`src/hdl/snat_pkg.sv`:
```
// Package: constants, item types and register codes of the static NAT rewrite block.
`timescale 1ns / 1ps
`default_nettype none
package snat_pkg;

  localparam logic [15:0] MAGIC_RESET     = 16'h48F4;
  localparam logic [31:0] LOCAL_RESET     = 32'h0000_0000;
  localparam logic [15:0] SSH_PORT        = 16'd22;
  localparam logic [7:0]  PROTO_ICMP      = 8'd1;
  localparam logic [7:0]  PROTO_TCP       = 8'd6;
  localparam logic [7:0]  PROTO_UDP       = 8'd17;
  localparam logic [7:0]  ICMP_UNREACH    = 8'd3;
  localparam logic [7:0]  ICMP_TIME_EXCD  = 8'd11;
  localparam logic [7:0]  ICMP_PARAM_PROB = 8'd12;

  localparam int REG_STRIDE = 4;
  localparam int NUM_REGS   = 2;
  localparam int ADDR_W     = $clog2(REG_STRIDE * NUM_REGS);
  localparam int DATA_W     = 32;

  // register select, taken from paddr[2]
  localparam logic REG_MAGIC = 1'b0;
  localparam logic REG_LOCAL = 1'b1;

  typedef struct packed {
    logic        direction;
    logic [47:0] device_mac;
    logic [31:0] ip_source;
    logic [31:0] ip_destination;
    logic [15:0] ip_header_checksum;
    logic [7:0]  protocol_number;
    logic [12:0] fragment_offset;
    logic [15:0] source_port;
    logic [15:0] destination_port;
    logic [7:0]  icmp_kind;
    logic [15:0] transport_checksum;
    logic        l4_partial;
  } in_item_t;

  typedef struct packed {
    logic        rewritten;
    logic [31:0] new_ip_source;
    logic [31:0] new_ip_destination;
    logic [15:0] new_ip_header_checksum;
    logic [15:0] new_transport_checksum;
    logic        write_inner_address;
    logic [31:0] mapped_address;
  } out_item_t;

endpackage
`default_nettype wire

```
`src/hdl/snat_in_if.sv`:
```
// Interface: header item channel into the rewrite block.
`timescale 1ns / 1ps
`default_nettype none
interface snat_in_if;
  logic        valid;
  logic        ready;
  logic        direction;
  logic [47:0] device_mac;
  logic [31:0] ip_source;
  logic [31:0] ip_destination;
  logic [15:0] ip_header_checksum;
  logic [7:0]  protocol_number;
  logic [12:0] fragment_offset;
  logic [15:0] source_port;
  logic [15:0] destination_port;
  logic [7:0]  icmp_kind;
  logic [15:0] transport_checksum;
  logic        l4_partial;

  modport source (
    output valid, direction, device_mac, ip_source, ip_destination, ip_header_checksum,
           protocol_number, fragment_offset, source_port, destination_port, icmp_kind,
           transport_checksum, l4_partial,
    input  ready
  );

  modport sink (
    input  valid, direction, device_mac, ip_source, ip_destination, ip_header_checksum,
           protocol_number, fragment_offset, source_port, destination_port, icmp_kind,
           transport_checksum, l4_partial,
    output ready
  );
endinterface
`default_nettype wire

```
`src/hdl/snat_out_if.sv`:
```
// Interface: result item channel out of the rewrite block.
`timescale 1ns / 1ps
`default_nettype none
interface snat_out_if;
  logic        valid;
  logic        ready;
  logic        rewritten;
  logic [31:0] new_ip_source;
  logic [31:0] new_ip_destination;
  logic [15:0] new_ip_header_checksum;
  logic [15:0] new_transport_checksum;
  logic        write_inner_address;
  logic [31:0] mapped_address;

  modport source (
    output valid, rewritten, new_ip_source, new_ip_destination, new_ip_header_checksum,
           new_transport_checksum, write_inner_address, mapped_address,
    input  ready
  );

  modport sink (
    input  valid, rewritten, new_ip_source, new_ip_destination, new_ip_header_checksum,
           new_transport_checksum, write_inner_address, mapped_address,
    output ready
  );
endinterface
`default_nettype wire

```
`src/hdl/snat_csum.sv`:
```
// Incremental one's complement checksum update for a 32-bit address change.
`timescale 1ns / 1ps
`default_nettype none
module snat_csum (
  input  wire logic [15:0] check,
  input  wire logic        partial,
  input  wire logic [31:0] from_addr,
  input  wire logic [31:0] to_addr,
  output logic      [15:0] updated
);

  logic [15:0] seed;
  logic [31:0] from_n;
  logic [18:0] sum;
  logic [16:0] fold1;
  logic [15:0] fold2;

  // full update works on ~check and complements the result; partial sums stay plain
  always_comb begin
    seed   = partial ? check : ~check;
    from_n = ~from_addr;
    sum    = 19'(seed) + 19'(from_n[31:16]) + 19'(from_n[15:0])
           + 19'(to_addr[31:16]) + 19'(to_addr[15:0]);
    fold1  = 17'(sum[15:0]) + 17'(sum[18:16]);
    fold2  = fold1[15:0] + 16'(fold1[16]);
    updated = partial ? fold2 : ~fold2;
  end

endmodule
`default_nettype wire

```
`src/hdl/static_nat_header_rewrite_core.sv`:
```
// Top level: static one-to-one IPv4 NAT header rewrite with incremental checksums.
//
// header carries one IPv4 packet's header fields, its direction and the device MAC;
// result returns exactly one item per header item: the rewritten addresses and
// checksums, or the fields echoed with rewritten low when the packet passes.
// Both channels move an item at a rising edge with valid and ready high.
// An accepted item is captured in the input register, and its result is then
// loaded into the result register that drives result; one item per cycle is
// sustained while result is not stalled, set by the input register and the result
// register around the single-pass rewrite logic.
// When result is stalled the result register holds its item, the input register
// still takes one more item, and header.ready then falls until result drains.
// The APB port writes magic_prefix at 0x0 and local_address at 0x4; pready is
// always high, reads return the register value. Configuration is to be changed by
// the user only while no item is in flight; the block itself does not enforce it.
// rst (synchronous, active high) empties both registers and sets magic_prefix to
// 0x48F4 and local_address to 0.
`timescale 1ns / 1ps
`default_nettype none
module static_nat_header_rewrite_core (
  input  wire logic                        clk,
  input  wire logic                        rst,
  snat_in_if.sink                          header,
  snat_out_if.source                       result,
  input  wire logic                        psel,
  input  wire logic                        penable,
  input  wire logic                        pwrite,
  input  wire logic [snat_pkg::ADDR_W-1:0] paddr,
  input  wire logic [snat_pkg::DATA_W-1:0] pwdata,
  output logic      [snat_pkg::DATA_W-1:0] prdata,
  output logic                             pready
);
  import snat_pkg::*;

  logic [15:0] magic_prefix;
  logic [31:0] local_address;

  logic        in_valid;
  in_item_t    in_q;
  logic        out_valid;
  out_item_t   out_q;
  out_item_t   out_next;

  logic        out_load;
  logic        in_take;
  logic        cfg_write;

  logic [31:0] map_addr;
  logic [31:0] old_addr;
  logic        pass;
  logic        is_tcp;
  logic        is_udp;
  logic        is_icmp;
  logic        icmp_err;
  logic [15:0] ip_upd;
  logic [15:0] l4_upd;
  logic [15:0] new_l4;

  // configuration port
  assign pready    = 1'b1;
  assign cfg_write = psel && penable && pwrite && pready;
  assign prdata    = (paddr[2] == REG_LOCAL) ? local_address : {16'h0000, magic_prefix};

  // handshake
  assign out_load     = !out_valid || result.ready;
  assign in_take      = in_valid && out_load;
  assign header.ready = !in_valid || out_load;

  always_ff @(posedge clk) begin
    if (rst) begin
      magic_prefix  <= MAGIC_RESET;
      local_address <= LOCAL_RESET;
      in_valid      <= 1'b0;
      out_valid     <= 1'b0;
    end else begin
      if (cfg_write) begin
        case (paddr[2])
          REG_MAGIC: magic_prefix  <= pwdata[15:0];
          REG_LOCAL: local_address <= pwdata;
          default: ;
        endcase
      end
      if (header.ready) begin
        in_valid <= header.valid;
      end
      if (out_load) begin
        out_valid <= in_valid;
      end
    end
  end

  always_ff @(posedge clk) begin
    if (header.valid && header.ready) begin
      in_q.direction          <= header.direction;
      in_q.device_mac         <= header.device_mac;
      in_q.ip_source          <= header.ip_source;
      in_q.ip_destination     <= header.ip_destination;
      in_q.ip_header_checksum <= header.ip_header_checksum;
      in_q.protocol_number    <= header.protocol_number;
      in_q.fragment_offset    <= header.fragment_offset;
      in_q.source_port        <= header.source_port;
      in_q.destination_port   <= header.destination_port;
      in_q.icmp_kind          <= header.icmp_kind;
      in_q.transport_checksum <= header.transport_checksum;
      in_q.l4_partial         <= header.l4_partial;
    end
    if (in_take) begin
      out_q <= out_next;
    end
  end

  snat_csum u_ip_csum (
    .check     (in_q.ip_header_checksum),
    .partial   (1'b0),
    .from_addr (old_addr),
    .to_addr   (map_addr),
    .updated   (ip_upd)
  );

  snat_csum u_l4_csum (
    .check     (in_q.transport_checksum),
    .partial   (in_q.l4_partial),
    .from_addr (old_addr),
    .to_addr   (map_addr),
    .updated   (l4_upd)
  );

  always_comb begin
    map_addr = in_q.direction ? local_address : in_q.device_mac[31:0];
    old_addr = in_q.direction ? in_q.ip_source : in_q.ip_destination;
    is_tcp   = (in_q.protocol_number == PROTO_TCP);
    is_udp   = (in_q.protocol_number == PROTO_UDP);
    is_icmp  = (in_q.protocol_number == PROTO_ICMP);
    icmp_err = in_q.icmp_kind inside {ICMP_UNREACH, ICMP_TIME_EXCD, ICMP_PARAM_PROB};

    pass = (in_q.device_mac[47:32] != magic_prefix) || (map_addr == 32'h0)
        || (in_q.fragment_offset != 13'h0)
        || (is_tcp && ((in_q.source_port == SSH_PORT) || (in_q.destination_port == SSH_PORT)))
        || !(is_tcp || is_udp || is_icmp);

    new_l4 = in_q.transport_checksum;
    if (is_tcp) begin
      new_l4 = l4_upd;
    end else if (is_udp) begin
      // zero UDP checksum means none, unless it holds a partial sum
      if ((in_q.transport_checksum != 16'h0) || in_q.l4_partial) begin
        new_l4 = (l4_upd == 16'h0) ? 16'hFFFF : l4_upd;
      end
    end else if (is_icmp && icmp_err && !in_q.l4_partial) begin
      new_l4 = l4_upd;
    end

    if (pass) begin
      out_next.rewritten              = 1'b0;
      out_next.new_ip_source          = in_q.ip_source;
      out_next.new_ip_destination     = in_q.ip_destination;
      out_next.new_ip_header_checksum = in_q.ip_header_checksum;
      out_next.new_transport_checksum = in_q.transport_checksum;
      out_next.write_inner_address    = 1'b0;
      out_next.mapped_address         = 32'h0;
    end else begin
      out_next.rewritten              = 1'b1;
      out_next.new_ip_source          = in_q.direction ? map_addr : in_q.ip_source;
      out_next.new_ip_destination     = in_q.direction ? in_q.ip_destination : map_addr;
      out_next.new_ip_header_checksum = ip_upd;
      out_next.new_transport_checksum = new_l4;
      out_next.write_inner_address    = is_icmp && icmp_err;
      out_next.mapped_address         = map_addr;
    end
  end

  assign result.valid                  = out_valid;
  assign result.rewritten              = out_q.rewritten;
  assign result.new_ip_source          = out_q.new_ip_source;
  assign result.new_ip_destination     = out_q.new_ip_destination;
  assign result.new_ip_header_checksum = out_q.new_ip_header_checksum;
  assign result.new_transport_checksum = out_q.new_transport_checksum;
  assign result.write_inner_address    = out_q.write_inner_address;
  assign result.mapped_address         = out_q.mapped_address;

endmodule
`default_nettype wire

```
`src/flat_wrapper.sv`:
```
// flat-port wrapper written by rule: the top's interface ports become plain ports
module static_nat_header_rewrite_core_flat import snat_pkg::*;
  (clk, rst, psel, penable, pwrite, paddr, pwdata, prdata, pready, header_valid, header_direction, header_device_mac, header_ip_source, header_ip_destination, header_ip_header_checksum, header_protocol_number, header_fragment_offset, header_source_port, header_destination_port, header_icmp_kind, header_transport_checksum, header_l4_partial, header_ready, result_valid, result_rewritten, result_new_ip_source, result_new_ip_destination, result_new_ip_header_checksum, result_new_transport_checksum, result_write_inner_address, result_mapped_address, result_ready);
  snat_in_if header_i ();
  snat_out_if result_i ();
  input  wire logic clk;
  input  wire logic rst;
  input  wire logic psel;
  input  wire logic penable;
  input  wire logic pwrite;
  input  wire logic [snat_pkg::ADDR_W-1:0] paddr;
  input  wire logic [snat_pkg::DATA_W-1:0] pwdata;
  output logic      [snat_pkg::DATA_W-1:0] prdata;
  output logic pready;
  input wire logic [$bits(header_i.valid)-1:0] header_valid;
  input wire logic [$bits(header_i.direction)-1:0] header_direction;
  input wire logic [$bits(header_i.device_mac)-1:0] header_device_mac;
  input wire logic [$bits(header_i.ip_source)-1:0] header_ip_source;
  input wire logic [$bits(header_i.ip_destination)-1:0] header_ip_destination;
  input wire logic [$bits(header_i.ip_header_checksum)-1:0] header_ip_header_checksum;
  input wire logic [$bits(header_i.protocol_number)-1:0] header_protocol_number;
  input wire logic [$bits(header_i.fragment_offset)-1:0] header_fragment_offset;
  input wire logic [$bits(header_i.source_port)-1:0] header_source_port;
  input wire logic [$bits(header_i.destination_port)-1:0] header_destination_port;
  input wire logic [$bits(header_i.icmp_kind)-1:0] header_icmp_kind;
  input wire logic [$bits(header_i.transport_checksum)-1:0] header_transport_checksum;
  input wire logic [$bits(header_i.l4_partial)-1:0] header_l4_partial;
  output wire logic [$bits(header_i.ready)-1:0] header_ready;
  output wire logic [$bits(result_i.valid)-1:0] result_valid;
  output wire logic [$bits(result_i.rewritten)-1:0] result_rewritten;
  output wire logic [$bits(result_i.new_ip_source)-1:0] result_new_ip_source;
  output wire logic [$bits(result_i.new_ip_destination)-1:0] result_new_ip_destination;
  output wire logic [$bits(result_i.new_ip_header_checksum)-1:0] result_new_ip_header_checksum;
  output wire logic [$bits(result_i.new_transport_checksum)-1:0] result_new_transport_checksum;
  output wire logic [$bits(result_i.write_inner_address)-1:0] result_write_inner_address;
  output wire logic [$bits(result_i.mapped_address)-1:0] result_mapped_address;
  input wire logic [$bits(result_i.ready)-1:0] result_ready;
  assign header_i.valid = header_valid;
  assign header_i.direction = header_direction;
  assign header_i.device_mac = header_device_mac;
  assign header_i.ip_source = header_ip_source;
  assign header_i.ip_destination = header_ip_destination;
  assign header_i.ip_header_checksum = header_ip_header_checksum;
  assign header_i.protocol_number = header_protocol_number;
  assign header_i.fragment_offset = header_fragment_offset;
  assign header_i.source_port = header_source_port;
  assign header_i.destination_port = header_destination_port;
  assign header_i.icmp_kind = header_icmp_kind;
  assign header_i.transport_checksum = header_transport_checksum;
  assign header_i.l4_partial = header_l4_partial;
  assign header_ready = header_i.ready;
  assign result_valid = result_i.valid;
  assign result_rewritten = result_i.rewritten;
  assign result_new_ip_source = result_i.new_ip_source;
  assign result_new_ip_destination = result_i.new_ip_destination;
  assign result_new_ip_header_checksum = result_i.new_ip_header_checksum;
  assign result_new_transport_checksum = result_i.new_transport_checksum;
  assign result_write_inner_address = result_i.write_inner_address;
  assign result_mapped_address = result_i.mapped_address;
  assign result_i.ready = result_ready;
  static_nat_header_rewrite_core u_core (.clk(clk), .rst(rst), .header(header_i), .result(result_i), .psel(psel), .penable(penable), .pwrite(pwrite), .paddr(paddr), .pwdata(pwdata), .prdata(prdata), .pready(pready));
endmodule
```
`config.mk`:
```
export PLATFORM = sky130hd
export DESIGN_NAME = static_nat_header_rewrite_core_flat
export DESIGN_NICKNAME = d
export VERILOG_FILES = /design/src/hdl/snat_pkg.sv /design/src/hdl/snat_in_if.sv /design/src/hdl/snat_out_if.sv /design/src/hdl/snat_csum.sv /design/src/hdl/static_nat_header_rewrite_core.sv /design/src/flat_wrapper.sv
export SDC_FILE = /design/constraint.sdc
export NUM_CORES = 1
export LEC_CHECK = 0
export BUFFER_PORTS_ARGS = -buffer_cell sky130_fd_sc_hd__buf_2
export CAP_MARGIN = 20
export CORE_MARGIN = 2
export CORE_UTILIZATION = 30
export CTS_CLUSTER_SIZE = 16
export DETAILED_ROUTE_END_ITERATION = 8
export HOLD_SLACK_MARGIN = 0.03
export PLACE_DENSITY = 0.59
export SLEW_MARGIN = 20
export SYNTH_ARGS = -nofsm -noshare
export SYNTH_HDL_FRONTEND = slang
export SYNTH_HIERARCHICAL = 1
export SYNTH_SLANG_ARGS = --single-unit
```
`constraint.sdc`:
```
create_clock -name clk -period 12.1 [get_ports clk]
set_clock_uncertainty 0.2 [all_clocks]
set_input_delay 0.605 -clock clk [delete_from_list [all_inputs] [get_ports clk]]
set_output_delay 0.605 -clock clk [all_outputs]
set_load 0.05 [all_outputs]
```
Yosys cells after proc, flatten, opt, wreduce, memory -nomap -nowiden. Index checks and enable logic that the tools add are counted.

$add $sub $neg: 12. Eq/ne operators: 9. Multiplexer cells: 13. Bitwise logic cells: 6. Reductions and logical operators: 28.

Operators by type and width (count): 2-to-1 mux 32 bit (5); 2-to-1 mux 130 bit (1); 2-to-1 mux 16 bit (7); inverter 16 bit (4); adder 18 x 16 -> 19 bit (2); adder 19 x 16 -> 19 bit (2); adder 17 x 16 -> 18 bit (2); adder 16 x 16 -> 17 bit (2); adder 16 x 3 -> 17 bit (2); adder 16 x 1 -> 16 bit (2); == test 16 x 5 -> 1 bit, second input constant (2); logical NOT 32 bit (1); inverter 32 bit (1); == test 8 x 4 -> 1 bit, second input constant (2); logical NOT 16 bit (1); inequality test 16 bit (1); nonzero test 16 bit (1); nonzero test 13 bit (1); logical OR 1 bit (10); == test 8 x 1 -> 1 bit, second input constant (1); == test 8 x 2 -> 1 bit, second input constant (1); == test 8 x 3 -> 1 bit, second input constant (1); == test 8 x 5 -> 1 bit, second input constant (1); logical AND 1 bit (7); 4 further kinds (8).

Flip-flop bits (word level): 387. Input bits: 249. Output and inout port bits: 165. Logic and storage cells: 91.

Depth between registers and ports, before layout. Gate-level depths: netlist of run 1.

Depth in word-level cells: 16. Mapped depth: 43. Depth with buffers taken out: 38.

Cells and area by module. The synthesis of run 1 kept the hierarchy.

Modules (own cells, without submodules): static_nat_header_rewrite_core (instances 1, cells each 916, area each 15026.9 µm², seq. area each 11120.7 µm²); snat_csum at u_core.u_ip_csum (instances 1, cells each 359, area each 3090.5 µm², seq. area each 0.0 µm²); snat_csum at u_core.u_l4_csum (instances 1, cells each 361, area each 3059.2 µm², seq. area each 0.0 µm²).

Worst setup path after synthesis of run 1. OpenSTA, ideal clock, no wires.

Path type: register to register. Start point: register u_core/in_q[0] in the netlist's numbering. End point: register u_core.out_q, in the netlist u_core/result.new_transport_checksum[10], data pin. Setup time: 0.256 ns. Arrival time: 8.588 ns. Data required time: 11.644 ns. Path slack: 3.056 ns. Stages on the path, launching flop included: 43. Path buffers: 5. Clock period less this slack: 9.044 ns. Path through: edfxtp_1 > clkbuf_1 > buf_1 > buf_1 > xnor2_1 > fa_1 > inv_1 > fa_1 > fa_1 > inv_1 > ha_1 > inv_1 > fa_1 > nand2b_2 > a21oi_2 > nand4_1 > a31o_2 > nor2b_1 > [... 7 more ...] > o21a_1 > nand3_1 > nor3_1 > ha_1 > nand3_1 > inv_1 > nand3_1 > nor4_2 > o21ai_1 > or4b_1 > xnor2_1 > nor4_1 > nand4_1 > a21oi_1 > or2_1 > clkbuf_1 > buf_2 > o22a_1.

RTL lines: from (decl) (RTL line static_nat_header_rewrite_core.sv:39) `in_item_t in_q;`; to (signal assigned) (RTL line static_nat_header_rewrite_core.sv:108) `out_q <= out_next;`; to (decl) (RTL line static_nat_header_rewrite_core.sv:41) `out_item_t out_q;`.

==> results of run 1 <==
[routing by layer]
metal | up-vias | share of wire | global-route usage
met5 | - | 0.00082 | 0
met4 | 8 | 0.034 | 0.0652
met3 | 127 | 0.068 | 0.0467
met2 | 539 | 0.48 | 0.319
met1 | 7512 | 0.42 | 0.243
li1 | 7066 | - | -
[placed cells by master (no fill, tap or decap), drive strengths merged, types with 5 or more instances in the layout]
cell,Yosys,final
clkinv,0,19
fa,96,96
dlygate4sd3,0,233
nand3,22,22
and3,6,6
o21a,7,7
inv,164,168
edfxtp,337,337
and2,24,24
nor4,30,30
a21o,12,12
xor2,53,53
nor4b,6,6
dfxtp,50,50
nor3b,5,5
a31oi,7,7
buf,24,428
nand3b,9,9
mux2i,9,9
nor2,52,52
ha,48,48
nand2b,7,7
a21oi,72,72
clkbuf,33,55
mux2,156,156
o22a,17,17
nand4,18,18
nor3,18,18
or2,6,6
xnor2,100,100
nor2b,39,39
nand2,131,131
o21ai,16,16
[synthesized netlist by cell type, types with 4 or more instances]
master / n
nor4_1: 28
edfxtp_1: 337
nor4b_1: 5
o21ai_1: 7
ha_1: 48
mux2_2: 126
o21ai_0: 9
dfxtp_1: 50
o21a_1: 7
buf_1: 7
nand2_1: 131
a31oi_1: 6
and2_1: 21
or4_1: 4
clkbuf_1: 33
or3_1: 4
xnor2_1: 97
o21bai_1: 4
nor2b_1: 39
nor3_1: 17
nor2_1: 50
a21oi_2: 5
nand3_1: 20
a21o_1: 12
buf_2: 8
fa_1: 96
mux2_4: 30
and3_1: 5
o22a_1: 16
o31ai_1: 4
xor2_1: 52
buf_6: 5
inv_1: 164
nand2b_1: 6
mux2i_1: 9
nand4_1: 17
nand3b_1: 9
nor3b_1: 4
a21oi_1: 67
[area by class of cell]
cell class	count	area [µm²]	share of cell area
multi-input cells	1028	9180	0.327
flip-flops and latches	387	11100	0.396
diodes	1	2.50	0.0000890
clock inverters	29	307	0.0109
repair buffers	661	4520	0.161
inverters	164	616	0.0219
well taps	940	1180	0.0419
clock buffers	55	1180	0.0422
[registers in the layout (all words and copies together), names as in the netlist]
signal and count:
u_core/result.valid 1, u_core/result.rewritten 1, u_core/in_q 207, u_core/in_valid 1
u_core/result.new_transport_checksum 16, u_core/local_address 32, u_core/result.write_inner_address 1, u_core/result.new_ip_destination 32
u_core/magic_prefix 16, u_core/result.mapped_address 32, u_core/result.new_ip_source 32, u_core/result.new_ip_header_checksum 16
[path summary, 6_finish.rpt]
path / start / end / slack (ns) / cells past startpoint
worst max-delay path: u_core/in_q[206] / u_core/result.new_transport_checksum[9] / 1.41 / 38
worst min-delay path: header_transport_checksum[13] / u_core/in_q[14] / 0.06 / 1
worst max register to register: u_core/in_q[206] / u_core/result.new_transport_checksum[9] / 1.41 / 38
worst min register to register: u_core/magic_prefix[13] / u_core/magic_prefix[13] / 0.29 / 2
[kinds of logic after synthesis]
kind of cell               share of synthesized area
muxes                                         0.0925
DFF                                            0.525
AOI/OAI and AO/OA                             0.0555
buffers and inverters                         0.0425
and+or+nand+nor                               0.0991
xor gates and xnor gates                      0.0658
adders and majority gates                      0.119
other                                       0.000355
[power groups by stage]
stage	logic [µW]	clock network, µW	registers (µW)
floorplan	2290	0	1660
detailed placement	3010	0	1600
CTS	3100	1420	1570
global route	3420	1470	1570
finish	3100	1380	1570
global placement	2970	0	1590
[repair_timing]
| action | 4_1_cts | 5_1_grt |
|---|---|---|
| resized for setup | 0 | 0 |
| endpoints found under the setup margin | 0 | 0 |
| hold buffers | 233 | 0 |
| endpoints found under the hold margin | 244 | 0 |
[stage by stage]
stage | instances | setup WS, ns | cell area (µm²) | utilization | power [µW]
after floorplan | 1636 | 3.06 | 21200 | - | 3940
after global placement | 2947 | 1.66 | 24300 | 0.347 | 4560
after detailed placement | 2947 | 1.62 | 24300 | 0.347 | 4600
after CTS | 3264 | 1.46 | 28100 | 0.402 | 6090
after global routing | 3265 | 0.836 | 28100 | 0.402 | 6460
final | 3265 | 1.41 | 28100 | 0.402 | 6050
==> impl_metrics.yaml, run 1 <==
outcome:
  status: "completed"
power:
  pwr-share-comb: 0.513
  p_switching_uw: 2450
  pwr_density_cell_nw_per_um2: 215
  vdd_drop_max_v: 0.000131
  pwr-share-seq: 0.259
  p_leak_uw: 0.0112
  p_clk_frac: 0.228
  power.internal_uw: 3600
  p_sw_frac: 0.405
critical_path:
  criticalPathCategory: "flop to flop"
  crit_family: "simple AND/OR/NAND/NOR gates"
  cp-start-kind: "flop"
  crit_buf_inv: 5
  crit_path_end_kind: "flop"
  crit_required_ns: 12.32
  crit_slowest_cell: "edfxtp_1"
  cp.arrival_ns: 10.90
  cp_max_fo: 25
  slowest_delay_ns: 1.04
timing:
  post-route-min-period_ns: 10.69
  worstMarginPinSlew_ns: 1.06
  maxSlewHeadroom: 0.296
  fin_hold_ws_ns: 0.0573
  post-route-period-util: 0.883
  fin_setup_tns_ns: 0
  setup_violations: 0
  max_freq_ghz: 0.0936
  drv_slew: 0
  finalHoldViolCount: 0
  rsz0062_at_grt: "no"
route:
  wl_mm: 71.1
  post-route-drc-count: 0
  wl_per_cell_um: 21.8
  vias: 15252
  drt-pass1-iter-count: 6
  drt_iter0_drc: 1114
  postRouteAntennaNets: 0
  avgViaCountPerCell: 4.67
yosys:
  ys_async_sr_fraction: 0
  synth_top_area_share: 0.478
  avgSynthCellArea_um2: 12.9
  syn_nets: 2029
  synth-edff-count: 337
  yosys-top-cells-area: "edfxtp_1 48%, fa_1 9.1%, mux2_2 6.7%"
  yosys.area.top_type: "edfxtp_1"
  synth_cells: 1636
  synth_cell_types: 92
  synth-main-ff-cell: "edfxtp_1"
  yosys_warnings: 6
  synth_seq_cells: 387
  yosysSeqAreaShare: 0.525
  syn_area_um2: 21200
global_route:
  grt_max_degree: 82
  grt-ovfl-total: 0
  antenna_found_initial: 5
  grtUsageTotal: 0.192
  grt_pass1_wl_mm: 103
  grt_pass1_vias: 15982
clock_tree:
  cts_root_buffer: "clkbuf_16"
  htreeDepth: 2
  clk_pin_slew_ns: 0.06
  clk_path_buf_depth: 3
  cts_tree: "built"
  cts_buffers: 46
  cts_setup_buffers: 0
  cts_sinks: 387
  clk_latency_ns: 0.62
die:
  core_area_um2: 69900
  num_rows: 97
  die_area_um2: 72700
  die_h_um: 270
  ios: 414
  die_w_um: 270
  start_util: 0.303
final_layout:
  fillCellCount: 6658
  area_delta_synth_final_pct: 32.7
  drive_gt1_frac: 0.299
  fin_nets: 2681
hold_path:
  hp-class: "input pin to flop"
placement:
  portBuffers: 410
  globalplace.congestion: 0.876
  hpwl_mm: 53.7
job:
  cap_violations: 0
Power figures use the tool's default switching activity.
==> inputs of run 2 (changes only) <==
Settings changed: CORE_UTILIZATION 30 to 45, PLACE_DENSITY 0.59 to 0.77.
==> run 2 against run 1 <==
Compared with the run above:
- register-to-register slack improved by 0.26 ns
- combinational power is essentially flat
- global-route usage is 7.4 points higher
- die area decreased by 33%
- flip-flop and latch count is the same
- utilization increased by 18 points
- first-iteration DRC count rose by 11%
- critical endpoint is now u_core/result.new_transport_checksum[1]
- fmax rose by 2.5%
- cell area is 3.1% lower
==> impl_metrics.yaml, run 2 (synthesis results as in run 1) <==
placement:
  portBuffers: 410
  hpwl_mm: 47.4
  pre_cts_ws_ns: 1.82
  place_inst: 2609
  globalplace.congestion: 0.927
critical_path:
  crit_slowest_cell: "mux2i_1"
  crit_required_ns: 12.30
  cp.arrival_ns: 10.62
  slowest_delay_ns: 0.61
  cp_max_fo: 26
  criticalPathCategory: "flop to flop"
  cpMostUsedCell: "inv_1"
  cp-start-kind: "flop"
  crit_path_end_kind: "flop"
power:
  vdd_drop_max_v: 0.000138
  p_switching_uw: 2430
  pwr_density_cell_nw_per_um2: 220
  pwr-share-comb: 0.520
  pwr-share-seq: 0.262
  p_sw_frac: 0.405
  power.internal_uw: 3560
  p_clk_frac: 0.219
  p_leak_uw: 0.0110
die:
  ios: 414
  core_area_um2: 46500
  start_util: 0.456
  die_w_um: 221
  num_rows: 79
  die_h_um: 221
  die_area_um2: 48800
final_layout:
  area_delta_synth_final_pct: 28.6
  drive_gt1_frac: 0.303
  layout_common_cells: "410 x buf_2, 337 x edfxtp_1, 198 x dlygate4sd3_1"
  largest_reg_flops: 207
  top_register: "u_core/in_q"
  final_common_cell: "buf_2"
  stdcell_count: 2884
  multi_input_comb_area_um2: 9180
  regArea_um2: 11100
  fillCellCount: 3624
  fin_nets: 2637
  diodes: 0
timing:
  maxSlewHeadroom: 0.258
  finalHoldViolCount: 0
  max_freq_ghz: 0.0959
  setup_ws_ns: 1.67
  worstMarginPinSlew_ns: 1.11
  rsz0062_at_grt: "no"
  post-route-period-util: 0.862
  post-route-min-period_ns: 10.43
  setup_violations: 0
  fin_setup_tns_ns: 0
  drv_slew: 0
global_route:
  grtUsageTotal: 0.266
  grt_pass1_vias: 16169
  grt_pass1_wl_mm: 98.1
  grt_max_degree: 81
  grt-ovfl-total: 0
  antenna_found_initial: 0
clock_tree:
  cts_setup_buffers: 0
  clk_path_buf_depth: 3
  cts_root_buffer: "clkbuf_16"
  cts_resized: 0
  ctsHoldBuffers: 195
  cts_buffers: 41
  clk_pin_slew_ns: 0.06
  cts_sinks: 387
  cts_tree: "built"
  clk_latency_ns: 0.58
  htreeDepth: 2
route:
  post-route-drc-count: 0
  postRouteAntennaNets: 0
  avgViaCountPerCell: 5.34
  vias: 15412
  wl_per_cell_um: 22.7
  drt-pass1-iter-count: 6
  wl_mm: 65.5
  drt_iter0_drc: 1237
job:
  cap_violations: 0
hold_path:
  hp-class: "input pin to flop"
outcome:
  status: "completed"
[run 2: critical path: cells and delay by family (launching register included)]
kind / cells / cell delay, ns
buffers and inverters: 6 / 0.91
and+or+nand+nor: 15 / 3.46
adders and majority gates: 7 / 2.70
DFF: 1 / 0.58
AOI/OAI and AO/OA: 9 / 1.63
muxes: 1 / 0.61
xor gates and xnor gates: 1 / 0.17
[run 2: worst paths after layout]
| check | start | slack, ns | cells past startpoint | end |
|---|---|---|---|---|
| worst min register to register | u_core/magic_prefix[15] | 0.29 | 2 | u_core/magic_prefix[15] |
| worst min-delay path | pwdata[5] | 0.06 | 3 | u_core/magic_prefix[5] |
| worst max register to register | u_core/in_q[206] | 1.67 | 39 | u_core/result.new_transport_checksum[1] |
| worst max-delay path | u_core/in_q[206] | 1.67 | 39 | u_core/result.new_transport_checksum[1] |
[run 2: power groups by stage]
stage	combinational (µW)	clock [µW]	sequential (µW)
after floorplan	2290	0	1660
after global placement	2940	0	1590
after detailed placement	2990	0	1590
after CTS	3080	1330	1570
after global routing	3430	1380	1570
final	3110	1310	1570
[run 2: layer usage]
layer  up-vias  track usage  part of all wire
met1      7545        0.339              0.41
met4         0        0.112             0.044
li1       6972            -                 -
met5         -            0                 0
met3       165       0.0532             0.070
met2       730        0.443              0.48
[run 2: stage by stage]
step           cell area [µm²]  total power, µW  hold slack, ns  utilization
6_report                 27200             5990          0.0597        0.586
3_3_place_gp             23800             4530           0.267        0.513
2_1_floorplan            21200             3940           0.257            -
3_5_place_dp             23800             4590           0.277        0.513
4_1_cts                  27200             5970          0.0314        0.585
5_1_grt                  27200             6380          0.0363        0.586
[run 2: cell type report]
| cell class | count | share of cell area |
|---|---|---|
| flip-flops and latches | 387 | 0.408 |
| repair buffers | 622 | 0.153 |
| inverters | 164 | 0.0226 |
| multi-input cells | 1028 | 0.337 |
| clock buffers | 55 | 0.0424 |
| well taps | 607 | 0.0279 |
| clock inverters | 21 | 0.00914 |
